===== src/hdl/encoder_period_capture_top_defines.svh =====
// assertion macros for the encoder period capture block
`ifndef ENCODER_PERIOD_CAPTURE_TOP_DEFINES_SVH
`define ENCODER_PERIOD_CAPTURE_TOP_DEFINES_SVH

// same-cycle implication, checked out of reset
`define ECAP_ASSERT_NOW(lbl, ante, cons, msg) \
    lbl: assert property (@(posedge i_clk) disable iff (!i_rst_n) (ante) |-> (cons)) \
        else $error(msg);

// next-cycle implication, checked out of reset
`define ECAP_ASSERT_NEXT(lbl, ante, cons, msg) \
    lbl: assert property (@(posedge i_clk) disable iff (!i_rst_n) (ante) |=> (cons)) \
        else $error(msg);

`endif


===== src/hdl/ecap_pkg.sv =====
// types and constants shared by the encoder period capture files
`timescale 1ns / 1ps

package ecap_pkg;

    localparam int APB_ADDR_W = 3;
    localparam int APB_DATA_W = 32;
    localparam int PERIOD_W   = 17;

    localparam logic [PERIOD_W-1:0] PERIOD_RESET = 17'd40000;

    typedef enum logic [0:0] {
        REG_PERIOD = 1'b0
    } t_reg_index;

    typedef enum logic [2:0] {
        ACT_OVERFLOW   = 3'd0,
        ACT_CAPTURE    = 3'd1,
        ACT_READ_IVL   = 3'd2,
        ACT_READ_STAMP = 3'd3,
        ACT_READ_LIVE  = 3'd4
    } t_action;

    typedef struct packed {
        logic [2:0]  action;
        logic        channel;
        logic [15:0] capture_value;
        logic [15:0] counter_now;
    } t_in_item;

    typedef struct packed {
        logic        data_valid;
        logic [31:0] interval;
        logic [31:0] time_stamp;
        logic        rising_edge;
    } t_out_item;

endpackage


===== src/hdl/ecap_if.sv =====
// valid/ready stream interfaces for input items and result items
`timescale 1ns / 1ps

interface ecap_in_if;
    import ecap_pkg::*;

    logic     valid;
    logic     ready;
    t_in_item data;

    modport source (output valid, output data, input ready);
    modport sink (input valid, input data, output ready);
endinterface

interface ecap_out_if;
    import ecap_pkg::*;

    logic      valid;
    logic      ready;
    t_out_item data;

    modport source (output valid, output data, input ready);
    modport sink (input valid, input data, output ready);
endinterface


===== src/hdl/encoder_period_capture_top.sv =====
// encoder period capture top level: input-capture interval meter for encoder channels.
// One item is accepted every clock while results are taken; each result passes through the
// input register and then through the multiply-add stage into the result register. The
// input side keeps taking items while a finished result waits, until the input register
// is also full. period_ticks sits at byte address 0 of the APB port; the user must see
// that it is written only while the block is idle, as the block does not enforce this.
// There is no clearing pass after reset.
`timescale 1ns / 1ps
`include "encoder_period_capture_top_defines.svh"

module encoder_period_capture_top #(
    parameter int CHANNELS = 2
) (
    input  logic                           i_clk,
    input  logic                           i_rst_n,
    ecap_in_if.sink                        i_in,
    ecap_out_if.source                     o_out,
    input  logic                           psel,
    input  logic                           penable,
    input  logic                           pwrite,
    input  logic [ecap_pkg::APB_ADDR_W-1:0] paddr,
    input  logic [ecap_pkg::APB_DATA_W-1:0] pwdata,
    output logic [ecap_pkg::APB_DATA_W-1:0] prdata,
    output logic                           pready
);
    import ecap_pkg::*;

    localparam int CH_W = (CHANNELS > 1) ? $clog2(CHANNELS) : 1;

    logic [PERIOD_W-1:0] r_period;

    logic        r_in_vld;
    t_in_item    r_in;
    logic        r_out_vld;
    t_out_item   r_out;

    logic [31:0] r_ovf_since  [CHANNELS];
    logic [31:0] r_ovf_total  [CHANNELS];
    logic [15:0] r_prev_cap   [CHANNELS];
    logic [31:0] r_stored_ivl [CHANNELS];
    logic        r_fresh      [CHANNELS];
    logic [31:0] r_stamp      [CHANNELS];
    logic        r_edge_sel   [CHANNELS];

    logic            advance;
    logic            ch_ok;
    logic [CH_W-1:0] ch_idx;
    t_action         act;
    logic [31:0]     period_ext;
    logic [31:0]     ovf_ticks;
    logic [31:0]     live_time;
    logic [31:0]     ivl_new;
    logic            cur_edge;
    logic            is_ivl_source;
    t_out_item       n_out;

    // apb register port
    t_reg_index reg_index;
    assign reg_index = t_reg_index'(paddr[2]);
    assign pready    = 1'b1;

    always_comb begin
        case (reg_index)
            REG_PERIOD: prdata = {{(APB_DATA_W-PERIOD_W){1'b0}}, r_period};
            default:    prdata = '0;
        endcase
    end

    always_ff @(posedge i_clk) begin
        if (!i_rst_n) begin
            r_period <= PERIOD_RESET;
        end else if (psel && penable && pwrite && pready && reg_index == REG_PERIOD) begin
            r_period <= pwdata[PERIOD_W-1:0];
        end
    end

    // stage control
    assign advance    = r_in_vld && (!r_out_vld || o_out.ready);
    assign i_in.ready = !r_in_vld || advance;

    always_ff @(posedge i_clk) begin
        if (!i_rst_n) begin
            r_in_vld <= 1'b0;
        end else if (i_in.ready) begin
            r_in_vld <= i_in.valid;
        end
    end

    always_ff @(posedge i_clk) begin
        if (i_in.valid && i_in.ready) begin
            r_in <= i_in.data;
        end
    end

    // single-pass datapath
    assign act        = t_action'(r_in.action);
    assign ch_ok      = ({31'd0, r_in.channel} < 32'(CHANNELS));
    assign ch_idx     = CH_W'(r_in.channel);
    assign period_ext = {{(32-PERIOD_W){1'b0}}, r_period};
    assign ovf_ticks  = r_ovf_since[ch_idx] * period_ext;
    assign live_time  = r_ovf_total[0] * period_ext + {16'd0, r_in.counter_now};
    assign ivl_new    = {16'd0, r_in.capture_value} + ovf_ticks
                        - {16'd0, r_prev_cap[ch_idx]};
    assign cur_edge   = ch_ok ? r_edge_sel[ch_idx] : 1'b0;
    assign is_ivl_source = (act == ACT_CAPTURE) || (act == ACT_READ_IVL);

    always_comb begin
        n_out             = '0;
        n_out.rising_edge = cur_edge;
        case (act)
            ACT_READ_LIVE: begin
                n_out.time_stamp = live_time;
            end
            ACT_CAPTURE: begin
                if (ch_ok) begin
                    n_out.data_valid  = 1'b1;
                    n_out.interval    = ivl_new;
                    n_out.time_stamp  = live_time;
                    n_out.rising_edge = !cur_edge;
                end
            end
            ACT_READ_IVL: begin
                if (ch_ok && r_fresh[ch_idx]) begin
                    n_out.data_valid = 1'b1;
                    n_out.interval   = r_stored_ivl[ch_idx];
                end
            end
            ACT_READ_STAMP: begin
                if (ch_ok) begin
                    n_out.time_stamp = r_stamp[ch_idx];
                end
            end
            default: begin
                n_out.rising_edge = cur_edge;
            end
        endcase
    end

    // per-channel state
    always_ff @(posedge i_clk) begin
        if (!i_rst_n) begin
            for (int i = 0; i < CHANNELS; i++) begin
                r_ovf_since[i]  <= '0;
                r_ovf_total[i]  <= '0;
                r_prev_cap[i]   <= '0;
                r_stored_ivl[i] <= '0;
                r_fresh[i]      <= 1'b0;
                r_stamp[i]      <= '0;
                r_edge_sel[i]   <= 1'b0;
            end
        end else if (advance && ch_ok) begin
            case (act)
                ACT_OVERFLOW: begin
                    r_ovf_since[ch_idx] <= r_ovf_since[ch_idx] + 32'd1;
                    r_ovf_total[ch_idx] <= r_ovf_total[ch_idx] + 32'd1;
                end
                ACT_CAPTURE: begin
                    r_edge_sel[ch_idx]   <= !r_edge_sel[ch_idx];
                    r_ovf_since[ch_idx]  <= '0;
                    r_stamp[ch_idx]      <= live_time;
                    r_stored_ivl[ch_idx] <= ivl_new;
                    r_fresh[ch_idx]      <= 1'b1;
                    r_prev_cap[ch_idx]   <= r_in.capture_value;
                end
                ACT_READ_IVL: begin
                    r_fresh[ch_idx] <= 1'b0;
                end
                default: begin
                    r_fresh[ch_idx] <= r_fresh[ch_idx];
                end
            endcase
        end
    end

    // result register
    always_ff @(posedge i_clk) begin
        if (!i_rst_n) begin
            r_out_vld <= 1'b0;
        end else if (advance) begin
            r_out_vld <= 1'b1;
        end else if (o_out.ready) begin
            r_out_vld <= 1'b0;
        end
    end

    always_ff @(posedge i_clk) begin
        if (advance) begin
            r_out <= n_out;
        end
    end

    assign o_out.valid = r_out_vld;
    assign o_out.data  = r_out;

    `ECAP_ASSERT_NEXT(a_capture_gives_valid, advance && ch_ok && act == ACT_CAPTURE, r_out_vld && r_out.data_valid, "capture did not give a valid result")
    `ECAP_ASSERT_NEXT(a_valid_source, advance, !r_out.data_valid || $past(is_ivl_source), "data_valid set by an action that gives no interval")
    `ECAP_ASSERT_NOW(a_hold_input, r_in_vld && !advance, !i_in.ready, "input register overwritten while held")
    `ECAP_ASSERT_NEXT(a_read_clears_fresh, advance && ch_ok && act == ACT_READ_IVL && r_fresh[ch_idx], r_out.data_valid && !r_fresh[$past(ch_idx)], "read interval did not clear the fresh flag")

endmodule


===== src/flat_wrapper.sv =====
// flat-port wrapper written by rule: the top's interface ports become plain ports
module encoder_period_capture_top_flat import ecap_pkg::*;
#(
    parameter int CHANNELS = 2
)
  (i_clk, i_rst_n, psel, penable, pwrite, paddr, pwdata, prdata, pready, i_in_valid, i_in_data, i_in_ready, o_out_valid, o_out_data, o_out_ready);
  ecap_in_if i_in_i ();
  ecap_out_if o_out_i ();
  input  logic i_clk;
  input  logic i_rst_n;
  input  logic psel;
  input  logic penable;
  input  logic pwrite;
  input  logic [ecap_pkg::APB_ADDR_W-1:0] paddr;
  input  logic [ecap_pkg::APB_DATA_W-1:0] pwdata;
  output logic [ecap_pkg::APB_DATA_W-1:0] prdata;
  output logic pready;
  input wire logic [$bits(i_in_i.valid)-1:0] i_in_valid;
  input wire logic [$bits(i_in_i.data)-1:0] i_in_data;
  output wire logic [$bits(i_in_i.ready)-1:0] i_in_ready;
  output wire logic [$bits(o_out_i.valid)-1:0] o_out_valid;
  output wire logic [$bits(o_out_i.data)-1:0] o_out_data;
  input wire logic [$bits(o_out_i.ready)-1:0] o_out_ready;
  assign i_in_i.valid = i_in_valid;
  assign i_in_i.data = i_in_data;
  assign i_in_ready = i_in_i.ready;
  assign o_out_valid = o_out_i.valid;
  assign o_out_data = o_out_i.data;
  assign o_out_i.ready = o_out_ready;
  encoder_period_capture_top #(.CHANNELS(CHANNELS)) u_core (.i_clk(i_clk), .i_rst_n(i_rst_n), .i_in(i_in_i), .o_out(o_out_i), .psel(psel), .penable(penable), .pwrite(pwrite), .paddr(paddr), .pwdata(pwdata), .prdata(prdata), .pready(pready));
endmodule

===== config.mk =====
export PLATFORM = sky130hd
export DESIGN_NAME = encoder_period_capture_top_flat
export DESIGN_NICKNAME = d
export VERILOG_FILES = /design/src/hdl/ecap_pkg.sv /design/src/hdl/ecap_if.sv /design/src/hdl/encoder_period_capture_top.sv /design/src/flat_wrapper.sv
export VERILOG_INCLUDE_DIRS = /design/src /design/src/hdl
export SDC_FILE = /design/constraint.sdc
export NUM_CORES = 2
export LEC_CHECK = 0
export BUFFER_PORTS_ARGS = -buffer_cell sky130_fd_sc_hd__buf_2
export CAP_MARGIN = 20
export CORE_MARGIN = 2
export CORE_UTILIZATION = 30
export DETAILED_ROUTE_END_ITERATION = 6
export GPL_TIMING_DRIVEN = 0
export PLACE_DENSITY = 0.44
export SETUP_SLACK_MARGIN = 0.5
export SYNTH_ARGS = -nofsm -noshare
export SYNTH_HDL_FRONTEND = slang
export SYNTH_SLANG_ARGS = --single-unit

===== constraint.sdc =====
create_clock -name i_clk -period 15.6 [get_ports i_clk]
set_clock_uncertainty 0.15 [all_clocks]
set_input_delay 0.78 -clock i_clk [delete_from_list [all_inputs] [get_ports i_clk]]
set_output_delay 0.78 -clock i_clk [all_outputs]
set_load 0.03 [all_outputs]

## After elaboration in Yosys (flattened, before gate mapping)

Memory sizes are Yosys's and may differ from the RTL's. A register that Yosys moved wholly into a read port is not among the register bits.
Index checks and enable logic that the tools add are counted.

| storage, ports and cells | value |
|---|---|
| register bits | 121 |
| memory bits (writable) | 292 |
| bits of input ports | 78 |
| output and inout port bits | 101 |
| word-level logic and storage cells | 109 |
| memories | 7 |

| operators by class | value |
|---|---|
| $add $sub $neg | 5 |
| $mul | 2 |
| eq/ne operators | 4 |
| muxes and demuxes | 55 |
| bitwise logic cells | 4 |
| reductions and logical operators | 21 |

Memories:

| name | depth | bits a word | read ports | clocked after Yosys merged registers in | wr ports | line | source |
|---|---|---|---|---|---|---|---|
| u_core.r_ovf_since | 2 | 32 | 1 | 1 | 2 | encoder_period_capture_top.sv:37 | `logic [31:0] r_ovf_since [CHANNELS];` |
| u_core.r_ovf_total | 2 | 32 | 2 | 1 | 2 | encoder_period_capture_top.sv:38 | `logic [31:0] r_ovf_total [CHANNELS];` |
| u_core.r_stamp | 2 | 32 | 1 | 1 | 2 | encoder_period_capture_top.sv:42 | `logic [31:0] r_stamp [CHANNELS];` |
| u_core.r_stored_ivl | 2 | 32 | 1 | 1 | 2 | encoder_period_capture_top.sv:40 | `logic [31:0] r_stored_ivl [CHANNELS];` |
| u_core.r_prev_cap | 2 | 16 | 1 | 1 | 2 | encoder_period_capture_top.sv:39 | `logic [15:0] r_prev_cap [CHANNELS];` |
| u_core.r_edge_sel | 2 | 1 | 1 | 1 | 2 | encoder_period_capture_top.sv:43 | `logic r_edge_sel [CHANNELS];` |
| +1 memories | -- | -- | -- | -- | -- | -- |  |

Operators with widths:

| kind | number |
|---|---|
| two-way mux 32 bit | 5 |
| OR reduction 32 bit | 4 |
| one-hot mux 33 bit (2 select lines) | 1 |
| adder 32 x 1 -> 32 bit (second input constant) | 2 |
| multiplier 32 x 17 -> 32 bit | 2 |
| one-hot mux 32 bit (2 select lines) | 1 |
| two-way mux 1 bit | 45 |
| two-way mux 33 bit | 1 |
| adder 16 x 32 -> 32 bit | 1 |
| adder 32 x 16 -> 32 bit | 1 |
| subtractor 32 x 16 -> 32 bit | 1 |
| two-way mux 17 bit | 1 |
| two-way mux 16 bit | 1 |
| OR reduction 16 bit | 1 |
| == test 3 x 2 -> 1 bit (second input constant) | 2 |
| logical AND 1 bit | 5 |
| == test 3 x 1 -> 1 bit (second input constant) | 1 |
| == test 3 bit (second input constant) | 1 |
| zero test 1 bit | 3 |
| zero test 3 bit | 1 |
| OR 1 bit | 3 |
| OR reduction 3 bit | 1 |
| logical OR 1 bit | 2 |
| nonzero test 2 bit | 1 |
| other kinds (3) | 4 |

## Longest topological paths before layout

| depth | value |
|---|---|
| depth in word-level cells | 10 |
| gate-level depth with buffers | 30 |
| gate-level depth less buffers | 25 |

## Worst setup path after synthesis

Ideal clock, no wire load.

| path | value |
|---|---|
| path type | input to register |
| from | in o_out_ready |
| to | mem u_core.r_prev_cap[1][0] (enable) |
| library setup time | 441 ps |
| arrival time | 7199 ps |
| slack | 7811 ps |
| stages | 8 |
| buffers on the path | 2 |
| cell sequence | nor2b_1 > nor2b_1 > nand2_1 > nor3_1 > nand3_1 > clkbuf_1 > clkbuf_1 > nand2_1 |

RTL lines:

| item | line | source |
|---|---|---|
| from (decl) | flat_wrapper.sv:23 | `input wire logic [$bits(o_out_i.ready)-1:0] o_out_ready;` |
| to (decl) | encoder_period_capture_top.sv:39 |  |

==> results.sh <==
export IMPL_status="completed"
export IMPL_clock_latency_ns=0.68
export IMPL_globalplace_congestion=0.882
export IMPL_synth_compound_area_frac=0.0392
export IMPL_grt_antenna_before_repair=13
export IMPL_drive_gt1_frac=0.0791
export IMPL_numCtsBuffers=53
export IMPL_synth_fa_ha_area_frac=0.364
export IMPL_synthXorXnorAreaFrac=0.0349
export IMPL_cp_num_cells=27
export IMPL_ys_seq_elements=414
export IMPL_grt_max_degree=55
export IMPL_clkPwrFrac=0.209
export IMPL_final_setup_viol_count=0
export IMPL_fin_crit_sh=0.611
export IMPL_tightest_slew_ns=1.18
export IMPL_post_cts_buffers=0
export IMPL_wirelength_um=147000
export IMPL_worstHoldPathType="in2reg"
export IMPL_endpoint_kind="register"
export IMPL_initial_core_util=0.302
export IMPL_synth_top_family_by_area="adder cells"
export IMPL_synth_edf_count=390
export IMPL_io_pins=179
export IMPL_arrival_ns=9.74
export IMPL_avgViaCountPerCell=4.60
export IMPL_min_path_cells=1
export IMPL_clkSinkCount=414
export IMPL_dp_hpwl_um=120000
export IMPL_cts_root_buffer="clkbuf_16"
export IMPL_layout_setup_ws_ns=6.06
export IMPL_clock_path_buffers=3
export IMPL_syn_inst=4428
export IMPL_fin_nets=5628
export IMPL_grt_pass1_wl_um=218000
export IMPL_htreeDepth=2
export IMPL_final_common_cell="inv_1"
export IMPL_r2r_end="u_core.o_out.data[64]"
export IMPL_pre_cts_ws_ns=5.87
export IMPL_cp_start_kind="register"
export IMPL_dpl_instance_area_um2=47900
export IMPL_finalHoldViolCount=0
export IMPL_grt_overflow_total=0
export IMPL_final_util=0.340
export IMPL_seq_power_share=0.224
export IMPL_tritoncts="built"
export IMPL_reg2reg_depth=27
export IMPL_power_total_mw=5.90
export IMPL_final_max_slew_viol_count=0
export IMPL_worstHoldStart="i_in_data[27]"
export IMPL_holdPathEnd="u_core.r_in[27]"
export IMPL_placed_cells=6535
export IMPL_rsz0062_at_grt="false"
export IMPL_required_ns=15.80
export IMPL_numPortBuffers=145
export IMPL_drc_errors=0
export IMPL_path_delay_family="adder cells"
export IMPL_p_int_mw=3.22
export IMPL_core_um2=146000
export IMPL_die_h_um=388
export IMPL_fp_dieArea_um2=150000
export IMPL_cap_violations=0
export IMPL_vias=30500
export IMPL_firstDrtPassIters=7
export IMPL_syn_area_um2=44100
export IMPL_crit_fanout=10
export IMPL_path_class="reg2reg"
export IMPL_mostFrequentLayoutCells="inv_1, fa_1, nand2_1"
export IMPL_peakVddDrop_uv=90.1
export IMPL_grt_pass1_vias=32300
export IMPL_grt_util_all_layers=0.197
export IMPL_power_leakage_nw=22.2
export IMPL_synthToLayoutAreaGrowth_pct=12.5
export IMPL_synthArstFlopShare=0
export IMPL_hold_ws_ns=0.136
export IMPL_switching_share=0.453
export IMPL_slew_limit_headroom=0.213
export IMPL_p_sw_mw=2.67
export IMPL_synth_seq_area_share=0.276
export IMPL_ant_nets=0
export IMPL_avgSynthCellArea_um2=9.96
export IMPL_synthDistinctLibCells=84
export IMPL_pwr_share_comb=0.566
export IMPL_crit_top_cell="fa_1"
export IMPL_crit_path_top_delay_cell="dfxtp_1"
export IMPL_wl_per_cell_um=22.1
export IMPL_final_area_um2=49600
export IMPL_r2r_slack_ns=6.06
export IMPL_synth_yosys_warnings=0
export IMPL_nFillCells=15200
export IMPL_clk_pin_slew_ns=0.06
export IMPL_cts_hold_buf=0
export IMPL_p_per_area_nw_per_um2=119
export IMPL_drt_iter0_drc=1872
export IMPL_fp_row_count=140
export IMPL_dieWidth_um=388
export IMPL_finalNonFillerCells=6635
export IMPL_synth_simple_area_share=0.151
export IMPL_ys_flop_type="edfxtp_1"
export IMPL_ctsResizeCount=0
export IMPL_synthMuxAreaShare=0.0338
export IMPL_fin_tns_setup_ns=0
export IMPL_crit_buf_inv=9
export IMPL_fmax_mhz=105
export IMPL_post_route_min_period_ns=9.54
export IMPL_cp_slowest_stage_delay_ns=0.58
[power by group through the flow]
stage / Sequential (mW) / Clock [mW] / Combinational [mW]
floorplan: 1.39 / 0 / 2.34
global placement: 1.35 / 0 / 3.38
detailed placement: 1.35 / 0 / 3.39
CTS: 1.32 / 1.26 / 3.41
global route: 1.33 / 1.30 / 3.80
finish: 1.32 / 1.24 / 3.34
[layout make-up]
| class | count | area [um^2] | area share |
|---|---|---|---|
| Sequential cell | 414 | 12200 | 0.246 |
| Timing Repair Buffer | 177 | 1320 | 0.0266 |
| Tap cell | 1917 | 2400 | 0.0483 |
| Clock inverter | 33 | 295 | 0.00595 |
| Inverter | 881 | 3310 | 0.0666 |
| Antenna cell | 2 | 5.00 | 0.000101 |
| Multi-Input combinational cell | 2888 | 27600 | 0.556 |
| Buffer | 259 | 1110 | 0.0225 |
| Clock buffer | 64 | 1410 | 0.0284 |
[registers in the layout, indices dropped and copies added, names as in the netlist, 3 cells and up, named ones only]
name                 flops
u_core.r_in             32
u_core.r_stored_ivl     64
u_core.o_out.data       66
u_core.act               3
u_core.r_ovf_total      64
u_core.r_period         17
u_core.r_stamp          64
u_core.r_ovf_since      64
u_core.r_prev_cap       32
[cells in the mapped netlist (4+ instances only)]
master	number	area (um^2)
dfxtp_1	24	480
nand2b_1	11	68.8
mux2_2	35	394
o22ai_1	59	369
mux2_4	5	75.1
o21ai_0	30	150
nand3_1	31	155
xor2_1	60	526
a21oi_1	56	280
buf_1	6	22.5
a31oi_1	8	50.1
o211ai_1	4	30.0
fa_1	682	13700
nand3b_1	9	67.6
nor2_1	314	1180
or2_2	4	25.0
a211o_1	4	35.0
buf_2	17	85.1
clkbuf_1	213	800
nor3_1	16	80.1
inv_1	881	3310
o21bai_1	5	37.5
o31ai_1	4	30.0
a21o_1	27	203
buf_4	19	143
xnor2_1	116	1020
nand4_1	7	43.8
o21a_1	9	67.6
a21boi_0	17	128
nor2b_1	34	213
and2_1	355	2220
a211oi_1	7	52.6
a32oi_1	5	43.8
mux2i_1	101	1010
and3_1	13	81.3
edfxtp_1	390	11700
ha_1	194	2430
nand2_1	587	2200
[worst max-delay path by stage]
stage	from	endpoint	slack [ns]
2_1_floorplan	o_out_ready	u_core.r_prev_cap[1][0]	7.81
3_3_place_gp	o_out_ready	u_core.r_stamp[1][28]	2.24
3_5_place_dp	register	u_core.o_out.data[64]	5.87
4_1_cts	register	u_core.o_out.data[64]	5.83
5_1_grt	register	u_core.o_out.data[64]	5.65
6_report	register	u_core.o_out.data[64]	6.06
[per-layer routing]
layer,vias up,share of wire,track usage,wire [um]
met2,684,0.48,0.331,70200
met1,15700,0.44,0.267,65100
met4,2,0.029,0.0526,4180
li1,14000,-,-,-
met5,-,0.00027,0,40
met3,145,0.049,0.0235,7150
[cell families (layout without fill, tap and decap cells)]
group	Yosys count	after routing
xor gates and xnor gates	176	176
and+or+nand+nor	1416	1416
buffers and inverters	1140	1414
other	2	18
AOI/OAI and AO/OA	262	262
muxes	142	142
DFF	414	414
adders and majority gates	876	876
Note: power is estimated with default switching activity, not from simulation.
